`config.mk`:
```
export PLATFORM = sky130hd
export DESIGN_NAME = per_key_token_bucket_limiter
export DESIGN_NICKNAME = d
export VERILOG_FILES = /design/src/sv/pktbl_pkg.sv /design/src/sv/pktbl_div.sv /design/src/sv/per_key_token_bucket_limiter.sv
export SDC_FILE = /design/constraint.sdc
export NUM_CORES = 2
export LEC_CHECK = 0
export BUFFER_PORTS_ARGS = -buffer_cell sky130_fd_sc_hd__clkbuf_2
export CORE_ASPECT_RATIO = 0.5
export CORE_MARGIN = 5
export CORE_UTILIZATION = 60
export CTS_BUF_LIST = sky130_fd_sc_hd__clkbuf_4 sky130_fd_sc_hd__clkbuf_8
export DETAILED_ROUTE_END_ITERATION = 16
export PLACE_DENSITY_LB_ADDON = 0.05
export SLEW_MARGIN = 30
export SYNTH_ARGS = -nofsm -noshare
export SYNTH_HDL_FRONTEND = slang
export SYNTH_SLANG_ARGS = --single-unit
```
`constraint.sdc`:
```
create_clock -name i_clk -period 8.8 [get_ports i_clk]
set_input_delay 2.2 -clock i_clk [delete_from_list [all_inputs] [get_ports i_clk]]
set_output_delay 2.2 -clock i_clk [all_outputs]
set_load 0.02 [all_outputs]
```
`src/sv/pktbl_pkg.sv`:
```
// shared types and constants of the per-key token bucket limiter
package pktbl_pkg;

    // request sequencer states
    typedef enum logic [2:0] {
        S_IDLE,
        S_SCAN,
        S_SEL,
        S_MUL1,
        S_MUL2,
        S_DIV,
        S_UPD
    } t_state;

    // one table entry as held in the entry memory
    typedef struct packed {
        logic [31:0] key;
        logic [31:0] tokens;
        logic [31:0] last_ms;
        logic [7:0]  denials;
    } t_entry;

    localparam int CFG_IDX_W  = 8;
    localparam int CFG_DATA_W = 10;

    localparam logic [CFG_IDX_W-1:0] CFG_RATE  = 8'd0;
    localparam logic [CFG_IDX_W-1:0] CFG_BURST = 8'd1;

    localparam logic CMD_CHECK = 1'b0;
    localparam logic CMD_QUERY = 1'b1;

    // ceil(2^38 / 1875): x / 60000 is ((x >> 5) * MINUTE_RECIP) >> 38, exact for 32-bit x
    localparam logic [27:0] MINUTE_RECIP = 28'd146601551;

endpackage

```
`src/sv/pktbl_div.sv`:
```
// divide of a 32-bit value by the milliseconds in one minute, by reciprocal multiply
module pktbl_div (
    input  logic        i_clk,
    input  logic        i_rst_n,
    input  logic        i_start,
    input  logic [31:0] i_dividend,
    output logic        o_done,
    output logic [31:0] o_quotient
);
    import pktbl_pkg::*;

    logic        r_done;
    logic [31:0] r_quo;
    logic [54:0] n_prod;

    // 60000 = 32 * 1875: drop the power of two, then multiply by the scaled reciprocal
    always_comb begin
        n_prod = {28'd0, i_dividend[31:5]} * {27'd0, MINUTE_RECIP};
    end

    // done in the cycle after start
    always_ff @(posedge i_clk) begin
        if (!i_rst_n) begin
            r_done <= 1'b0;
        end else begin
            r_done <= i_start;
        end
    end

    // quotient register
    always_ff @(posedge i_clk) begin
        if (i_start) begin
            r_quo <= {15'd0, n_prod[54:38]};
        end
    end

    assign o_done     = r_done;
    assign o_quotient = r_quo;

endmodule

```
`src/sv/per_key_token_bucket_limiter.sv`:
```
// per-key token bucket rate limiter over an entry memory
// A request is taken when i_start is high and o_busy is low; its single result appears
// on o_allowed and o_deny_count for exactly one cycle with o_result_valid, and must be
// captured then since the block cannot be stalled. A query ends with the select state after
// the scan, a check goes on through the multiply, divide and update states: the scan
// reads the entry memory once per entry through its single read port, then two multiply
// stages and a reciprocal multiply for the divide by one minute compute the refill. One
// request is in work at a time. Configuration writes are always taken; make them while
// no request is in work.
module per_key_token_bucket_limiter #(
    parameter int unsigned TABLE_ENTRIES   = 16,
    parameter int unsigned TOKEN_UNIT      = 1000,
    parameter logic [31:0] IDLE_TIMEOUT_MS = 32'd300000
) (
    input  logic                              i_clk,
    input  logic                              i_rst_n,
    input  logic                              i_start,
    output logic                              o_busy,
    input  logic                              i_command,
    input  logic [31:0]                       i_key_address,
    input  logic [31:0]                       i_now_ms,
    output logic                              o_result_valid,
    output logic                              o_allowed,
    output logic [7:0]                        o_deny_count,
    input  logic                              i_cfg_valid,
    output logic                              o_cfg_ready,
    input  logic [pktbl_pkg::CFG_IDX_W-1:0]   i_cfg_index,
    input  logic [pktbl_pkg::CFG_DATA_W-1:0]  i_cfg_data
);
    import pktbl_pkg::*;

    localparam int IW = (TABLE_ENTRIES > 1) ? $clog2(TABLE_ENTRIES) : 1;
    localparam int CW = $clog2(TABLE_ENTRIES + 1);
    localparam logic [CW-1:0] LAST_CNT = CW'(TABLE_ENTRIES);
    localparam logic [31:0] UNIT32 = 32'(TOKEN_UNIT);

    t_state r_state, n_state;

    // configuration registers
    logic [9:0] r_rate, r_burst;

    // request registers
    logic        r_cmd;
    logic [31:0] r_key, r_now;

    // scan registers
    logic [CW-1:0]            r_cnt;
    logic                     r_pv;
    logic [IW-1:0]            r_pidx;
    logic                     r_found, r_free_found;
    logic [IW-1:0]            r_match_idx, r_free_idx, r_old_idx;
    logic [31:0]              r_oldest;
    logic [31:0]              r_m_tok, r_m_last;
    logic [7:0]               r_m_den;
    logic [TABLE_ENTRIES-1:0] r_valid, r_tmo;

    // selected entry
    logic [IW-1:0] r_e;
    logic [31:0]   r_tok, r_last;
    logic [7:0]    r_den;
    logic [31:0]   r_prod;
    logic          r_div_go;

    // result registers
    logic       r_result_valid, r_allowed;
    logic [7:0] r_deny_count;

    // entry memory
    logic [$bits(t_entry)-1:0] mem [TABLE_ENTRIES];
    logic [$bits(t_entry)-1:0] r_rd_data;
    logic                      n_rd_en, n_wr_en;
    t_entry                    rd_entry, n_wr_entry;

    logic        div_done;
    logic [31:0] div_quo;

    // update datapath
    logic [31:0] cap, sum, tok1, last1, tok2, elapsed1;
    logic [7:0]  den2;
    logic        ok;
    logic [TABLE_ENTRIES-1:0] n_valid;

    assign rd_entry = t_entry'(r_rd_data);
    assign cap      = 32'(r_burst * UNIT32);

    pktbl_div u_div (
        .i_clk      (i_clk),
        .i_rst_n    (i_rst_n),
        .i_start    (r_div_go),
        .i_dividend (r_prod),
        .o_done     (div_done),
        .o_quotient (div_quo)
    );

    // next state
    always_comb begin
        n_state = r_state;
        case (r_state)
            S_IDLE: if (i_start) n_state = S_SCAN;
            S_SCAN: if (r_cnt == LAST_CNT) n_state = S_SEL;
            S_SEL:  n_state = (r_cmd == CMD_QUERY) ? S_IDLE : S_MUL1;
            S_MUL1: n_state = S_MUL2;
            S_MUL2: n_state = S_DIV;
            S_DIV:  if (div_done) n_state = S_UPD;
            S_UPD:  n_state = S_IDLE;
            default: n_state = S_IDLE;
        endcase
    end

    // outputs of the sequencer
    always_comb begin
        o_busy  = (r_state != S_IDLE);
        n_rd_en = (r_state == S_SCAN) && (r_cnt != LAST_CNT);
        n_wr_en = (r_state == S_UPD);
    end

    // refill, clamp and charge
    always_comb begin
        sum = r_tok + div_quo;
        if (div_quo != 32'd0) begin
            tok1  = (sum > cap) ? cap : sum;
            last1 = r_now;
        end else begin
            tok1  = r_tok;
            last1 = r_last;
        end
        ok       = (tok1 >= UNIT32);
        tok2     = ok ? tok1 - UNIT32 : tok1;
        den2     = ok ? 8'd0 : r_den + 8'd1;
        elapsed1 = r_now - last1;
        n_wr_entry.key     = r_key;
        n_wr_entry.tokens  = tok2;
        n_wr_entry.last_ms = last1;
        n_wr_entry.denials = den2;
    end

    // valid bits after the idle sweep, current entry by its updated last time
    always_comb begin
        n_valid      = r_valid & ~r_tmo;
        n_valid[r_e] = !(elapsed1 > IDLE_TIMEOUT_MS);
    end

    // memory ports
    always_ff @(posedge i_clk) begin
        if (n_rd_en) r_rd_data <= mem[r_cnt[IW-1:0]];
        if (n_wr_en) mem[r_e] <= n_wr_entry;
    end

    // control state
    always_ff @(posedge i_clk) begin
        if (!i_rst_n) begin
            r_state        <= S_IDLE;
            r_rate         <= 10'd5;
            r_burst        <= 10'd10;
            r_valid        <= '0;
            r_result_valid <= 1'b0;
            r_div_go       <= 1'b0;
            r_pv           <= 1'b0;
        end else begin
            r_state        <= n_state;
            r_result_valid <= 1'b0;
            r_div_go       <= (r_state == S_MUL2);
            r_pv           <= n_rd_en;
            if (i_cfg_valid && o_cfg_ready) begin
                if (i_cfg_index == CFG_RATE)  r_rate  <= i_cfg_data;
                if (i_cfg_index == CFG_BURST) r_burst <= i_cfg_data;
            end
            if (r_state == S_SEL && r_cmd == CMD_QUERY) r_result_valid <= 1'b1;
            if (r_state == S_UPD) begin
                r_result_valid <= 1'b1;
                r_valid        <= n_valid;
            end
        end
    end

    // scan and datapath registers
    always_ff @(posedge i_clk) begin
        case (r_state)
            S_IDLE: begin
                r_cmd        <= i_command;
                r_key        <= i_key_address;
                r_now        <= i_now_ms;
                r_cnt        <= '0;
                r_found      <= 1'b0;
                r_free_found <= 1'b0;
                r_oldest     <= i_now_ms;
                r_old_idx    <= '0;
            end
            S_SCAN: begin
                if (n_rd_en) begin
                    r_cnt <= r_cnt + CW'(1);
                end
                r_pidx <= r_cnt[IW-1:0];
                if (r_pv) begin
                    // first valid entry with the key
                    if (!r_found && r_valid[r_pidx] && rd_entry.key == r_key) begin
                        r_found     <= 1'b1;
                        r_match_idx <= r_pidx;
                        r_m_tok     <= rd_entry.tokens;
                        r_m_last    <= rd_entry.last_ms;
                        r_m_den     <= rd_entry.denials;
                    end
                    // first free entry
                    if (!r_free_found && !r_valid[r_pidx]) begin
                        r_free_found <= 1'b1;
                        r_free_idx   <= r_pidx;
                    end
                    // oldest last time below now
                    if (rd_entry.last_ms < r_oldest) begin
                        r_oldest  <= rd_entry.last_ms;
                        r_old_idx <= r_pidx;
                    end
                    // idle timeout of this entry
                    r_tmo[r_pidx] <= r_valid[r_pidx]
                                     && ((r_now - rd_entry.last_ms) > IDLE_TIMEOUT_MS);
                end
            end
            S_SEL: begin
                if (r_cmd == CMD_QUERY) begin
                    r_allowed    <= 1'b0;
                    r_deny_count <= r_found ? r_m_den : 8'd0;
                end
                if (r_found) begin
                    r_e    <= r_match_idx;
                    r_tok  <= r_m_tok;
                    r_last <= r_m_last;
                    r_den  <= r_m_den;
                end else begin
                    r_e    <= r_free_found ? r_free_idx : r_old_idx;
                    r_tok  <= cap;
                    r_last <= r_now;
                    r_den  <= 8'd0;
                end
            end
            S_MUL1: r_prod <= 32'((r_now - r_last) * r_rate);
            S_MUL2: r_prod <= 32'(r_prod * UNIT32);
            S_UPD: begin
                r_allowed    <= ok;
                r_deny_count <= (elapsed1 > IDLE_TIMEOUT_MS) ? 8'd0 : den2;
            end
            default: begin
            end
        endcase
    end

    assign o_cfg_ready    = 1'b1;
    assign o_result_valid = r_result_valid;
    assign o_allowed      = r_allowed;
    assign o_deny_count   = r_deny_count;

endmodule

```
; Yosys cells after proc, flatten, opt, wreduce, memory -nomap -nowiden
; Memories as Yosys holds them, arrays and structs flattened. A register that Yosys moved wholly into a read port is not among the register bits.
; Index checks and enable logic that the tools add are counted.
[op_classes]
bitwise = 2
magnitude_cmp = 9
eq_ne = 19
addsub = 7
multipliers = 4
muxes = 47
n_reduce_logical = 30
[ops]
columns = operator, n
row1 = $mux W32, 7
row2 = $pmux W32 S2, 2
row3 = $sub A32 B32 Y32, 3
row4 = $gt A32 B19 Y1 const B, 2
row5 = $mul A27 B28 Y55 const B, 1
row6 = $add A32 B17 Y32, 1
row7 = $bwmux W16, 2
row8 = $eq A32 B32 Y1, 1
row9 = $ge A32 B10 Y1 const B, 1
row10 = $gt A32 B20 Y1, 1
row11 = $lt A32 B32 Y1, 1
row12 = $mul A32 B10 Y32, 1
row13 = $mul A32 B7 Y29 const B, 1
row14 = $mux W8, 4
row15 = $reduce_bool A32 Y1, 1
row16 = $sub A32 B10 Y32 const B, 1
row17 = $mux W20, 1
row18 = $pmux W3 S6, 1
row19 = $reduce_and A3 Y1, 6
row20 = $mul A10 B7 Y17 const B, 1
row21 = $and A16 B16 Y16, 1
row22 = $mux W4, 4
row23 = $not A16 Y16, 1
row24 = $pmux W8 S2, 1
row25 = 28 further kinds, 72
[word_totals]
mem_bits_rw = 1664
memories = 1
inputBits = 87
ff_bits = 385
out_inout_bits = 12
[memory_table]
columns = name, depth, word_bits, rd, rd_clocked_by_memory_dff, wr, line_no
row1 = mem, 16, 104, 1, 1, 1, per_key_token_bucket_limiter.sv:69  ; logic [$bits(t_entry)-1:0] mem [TABLE_ENTRIES];

; Depth between registers and ports, before layout
[depth]
word_depth = 8
mapped_depth = 36
mapped_depth_nobuf = 36

; Modules after synthesis
; From an unflattened synthesis, not the netlist that was laid out.
[hier_totals]
hier_cells = 7568
hier_area_um2 = 115369.4
[modules_own_cells]
columns = mod, area_each_um2, cells_per_inst, instances
row1 = per_key_token_bucket_limiter, 101970.3, 6217, 1
row2 = pktbl_div, 13399.1, 1351, 1

; Least setup slack after synthesis
; No wires, ideal clock.
[synth_path]
kind = reg-to-reg
startpoint = register r_state[2]
endpoint = register r_valid[0]
path_buffers = 3
t_arrival_ns = 9.461
path_slack_ns = -0.783
path_stages_with_launch = 10
synth_period_minus_slack_ns = 9.583
cell_sequence = dfxtp_1 -> clkbuf_1 -> inv_1 -> or2_2 -> clkbuf_1 -> or3_1 -> clkbuf_1 -> nor3_1 -> mux2i_1 -> and2_1
[synth_via]
elab_chain_cells = 1
[synth_rtl]
columns = item, line_no
row1 = start: declaration, per_key_token_bucket_limiter.sv:37  ; t_state r_state, n_state;
row2 = start signal: assignment, per_key_token_bucket_limiter.sv:160  ; r_state <= n_state;
row3 = $eq A3 B3 Y1, per_key_token_bucket_limiter.sv:169  ; if (r_state == S_UPD) begin
row4 = end signal: assignment, per_key_token_bucket_limiter.sv:171  ; r_valid <= n_valid;
row5 = end: declaration, per_key_token_bucket_limiter.sv:55  ; logic [TABLE_ENTRIES-1:0] r_valid, r_tmo;
; Every way passes these cells.
; A chain may end at the register's enable or synchronous reset.

; Worst setup path in the final report
[layout_path]
startpoint = register r_burst[5]
endpoint = memory mem[1][4] in the netlist's numbering, data pin
[layout_via]
elab_chain_cells = 6
[layout_rtl]
columns = item, line_no
row1 = start: declaration, per_key_token_bucket_limiter.sv:40  ; logic [9:0] r_rate, r_burst;
row2 = start signal: assignment, per_key_token_bucket_limiter.sv:166  ; if (i_cfg_index == CFG_BURST) r_burst <= i_cfg_data;
row3 = $mul A10 B7 Y17 (*), per_key_token_bucket_limiter.sv:84  ; assign cap = 32'(r_burst * UNIT32);
row4 = $gt A32 B20 Y1, per_key_token_bucket_limiter.sv:121  ; tok1 = (sum > cap) ? cap : sum;
row5 = $mux W32 (*), per_key_token_bucket_limiter.sv:121
row6 = $mux W32 (*), per_key_token_bucket_limiter.sv:120  ; if (div_quo != 32'd0) begin
row7 = $ge A32 B10 Y1 (*), per_key_token_bucket_limiter.sv:127  ; ok = (tok1 >= UNIT32);
row8 = $mux W8 (*), per_key_token_bucket_limiter.sv:129  ; den2 = ok ? 8'd0 : r_den + 8'd1;
row9 = net den2[4], per_key_token_bucket_limiter.sv:79  ; logic [7:0] den2;
row10 = end: declaration, per_key_token_bucket_limiter.sv:69
; Mark *: on every way through the listed nets, which the timed path passes. The rest lies on a longest branch.

==> results.toml <==
[synthesis]
synth.area.top_cells = "edfxtp_1 56%, fa_1 11%, mux4_2 10%"
synthArstFlopShare = 0
synth_flop_cell = "edfxtp_1"
synthSimpleGateAreaFrac = 0.0520
synth_edf_count = 2110
yosysTopAreaCellShare = 0.561
synth_compound_area_frac = 0.0391
synth_xor_xnor_area_share = 0.0184
synth_cell_type_count = 94
synth_nets = 8440
synth_mux_area_frac = 0.114
synth_cells = 7188
synth_area_leader_cell = "edfxtp_1"
synth_top_family_by_area = "adder cells"
ys_ff_latch = 2153
synth.avg_cell_area_um2 = 15.7
yosys_warnings = 0
yosysSeqAreaShare = 0.568
synth-adder-area-share = 0.170
synth_area_mm2 = 0.113

[worst_hold_path]
hold_class = "register to register"

[clock_network]
clockBufferDepth = 4
clock-sinks = 2153
clockRootBuffer = "clkbuf_8"
ctsHoldBuffers = 0
cts_tree = "built"
worstSkewPairLatency_ps = 930
htreeDepth = 5
numCtsBuffers = 305
path_clk_slew_ps = 70

[setup_path]
crit_type = "register to register"
required_ps = 9380
crit_path_end_kind = "register"
cp.arrival_ps = 9030
path_max_fanout = 18
crit_path_start_kind = "register"
slowest_stage = "nor2_1"
max_stage_delay_ps = 750

[cells_and_area]
largest_register_ffs = 1664
reg.largest.list = "mem: 1664 flops, r_rd_data: 104 flops"
fin_nets = 8816
area_delta_synth_final_pct = 9.49
final_cells = 10313
layout-drive-gt1-share = 0.184
largest_register = "mem"

[floorplan]
die_area_mm2 = 0.198
coreArea_mm2 = 0.187
chipWidth_um = 624
rows = 112
die_height_um = 317
start_util = 0.605
boundaryPins = 99

[sta]
fin_crit_ps = 8440
finalHoldViolations = 0
finClkSkew_ps = 123
finalCritPeriodShare = 0.960
rsz0062_at_grt = "true"
setup_viol = 0
slew_viol_final = 0
slew_headroom = 0.264
tightestPinTransition_ps = 1100
clock.fmax_mhz = 118

[route]
wirelength_um = 280000
firstDrtPassIters = 6
drtIter0Drc = 6187
ant_nets = 0
routedWlPerCell_um = 27.1
via_per_inst = 6.11
drc = 0
vias = 63033

[placement]
gp_routability_congestion = 0.947
placement.io_buffers = 97
dpl.cell_count = 9755
dp_hpwl_um = 178000

[grt]
grt_pass1_wl_um = 422000
antenna_found_initial = 19
grt_max_degree = 159
overflow = 0
grt.total_usage = 0.289
grt_pass1_vias = 66039

[flow_run]
drv_cap = 0

[outcome]
status = "finished clean"
==> worst max-delay path, delay by kind of cell, from the launching register on <==
| kind | cells | cell delay [ps] |
|---|---|---|
| compound gates | 7 | 1270 |
| flops | 1 | 340 |
| fa+ha+maj | 6 | 2650 |
| xor+xnor | 1 | 230 |
| buf+inv | 5 | 660 |
| simple gates | 9 | 3020 |
==> synth_stat cells (9+ instances only) <==
cell	n
mux2_2	35
xor2_1	98
a211oi_1	18
mux2i_1	72
xnor2_1	135
edfxtp_1	2110
a31oi_1	25
mux4_2	525
inv_1	910
nand2_1	397
nor2_1	235
nor2b_1	66
fa_1	613
o21bai_1	24
and2_1	161
o31a_1	9
o21a_1	59
nand4_1	27
a21o_1	72
and3_1	24
o2111ai_1	10
nor3_1	77
o211ai_1	21
or3_1	19
dfxtp_1	43
nand3_1	71
ha_1	552
o31ai_1	23
nand2b_1	35
a21oi_1	159
buf_2	9
nor4_1	25
o21ai_0	149
clkbuf_1	157
buf_1	52
or2_2	18
==> cells by family (layout without fill, tap and decap cells) <==
kind of cell | Yosys count | count (layout)
AO/OA/AOI/OAI | 667 | 667
XOR/XNOR | 235 | 235
adder cells (fa/ha/maj) | 1166 | 1166
buffers and inverters | 1133 | 1739
flip-flops | 2153 | 2153
multiplexers | 632 | 632
other | 1 | 12
AND/OR/NAND/NOR | 1201 | 1201
==> cell type report <==
type                    instances  area (µm²)
multi-input cells            3902       44800
clock buffers                 422        5140
flip-flops and latches       2153       64200
clock inverters               115         691
repair buffers                292        2260
inverters                     910        3420
diodes                         11        27.5
fillers                     12957       63200
well taps                    2508        3140
==> placed cells by master, fill, tap and decap left out, types with 17 or more instances in the layout <==
master	netlist	final
edfxtp_1	2110	2110
inv_1	910	908
fa_1	613	613
ha_1	552	552
mux4_2	525	525
nand2_1	397	397
clkbuf_8	0	316
nor2_1	235	214
buf_4	3	172
and2_1	161	161
a21oi_1	159	156
o21ai_0	149	148
xnor2_1	135	127
clkbuf_4	0	106
clkbuf_2	1	97
xor2_1	98	95
a21o_1	72	72
nor3_1	77	72
mux2i_1	72	71
nand3_1	71	70
nor2b_1	66	66
clkinv_1	0	62
o21a_1	59	59
dfxtp_1	43	42
nand2b_1	35	35
mux2_2	35	35
clkinv_2	0	31
nand4_1	27	27
nor4_1	25	25
a31oi_1	25	25
o21bai_1	24	24
and3_1	24	24
o31ai_1	23	22
o211ai_1	21	21
or3_1	19	18
or2_2	18	18
a211oi_1	18	17
==> routing by layer <==
metal	part of all wire	up-vias	track usage
met5	0.000093	-	0
met4	0.026	4	0.0781
met3	0.081	388	0.0467
met2	0.46	2621	0.451
met1	0.43	32828	0.432
li1	-	27192	-
==> worst paths after layout <==
kind | start | to | slack, ps | cells after the start
min reg2reg | r_rd_data[51] | r_m_tok[11] | 400 | 0
max reg2reg | r_burst[5] | mem[1][4] | 360 | 28
min | r_rd_data[51] | r_m_tok[11] | 400 | 0
max | r_burst[5] | mem[1][4] | 360 | 28
==> repair_timing <==
| item | in CTS | in global routing |
|---|---|---|
| endpoints found under the setup margin | 0 | 110 |
| gates resized for setup | 0 | 16 |
| buffers inserted | 0 | 4 |
==> stage by stage <==
step	TNS [ps]	hold slack, ps	setup slack, ps	utilization	cell area (µm²)
floorplan	0	400	894	-	113000
global placement	0	401	422	0.629	118000
global route	-152	424	-152	0.662	124000
detailed placement	0	405	195	0.629	118000
CTS	0	411	154	0.660	123000
finish	0	405	356	0.662	124000
Power is left out: the tool's default activity adds up to more than one toggle a clock period on the data nets, which glitch-free logic cannot reach.
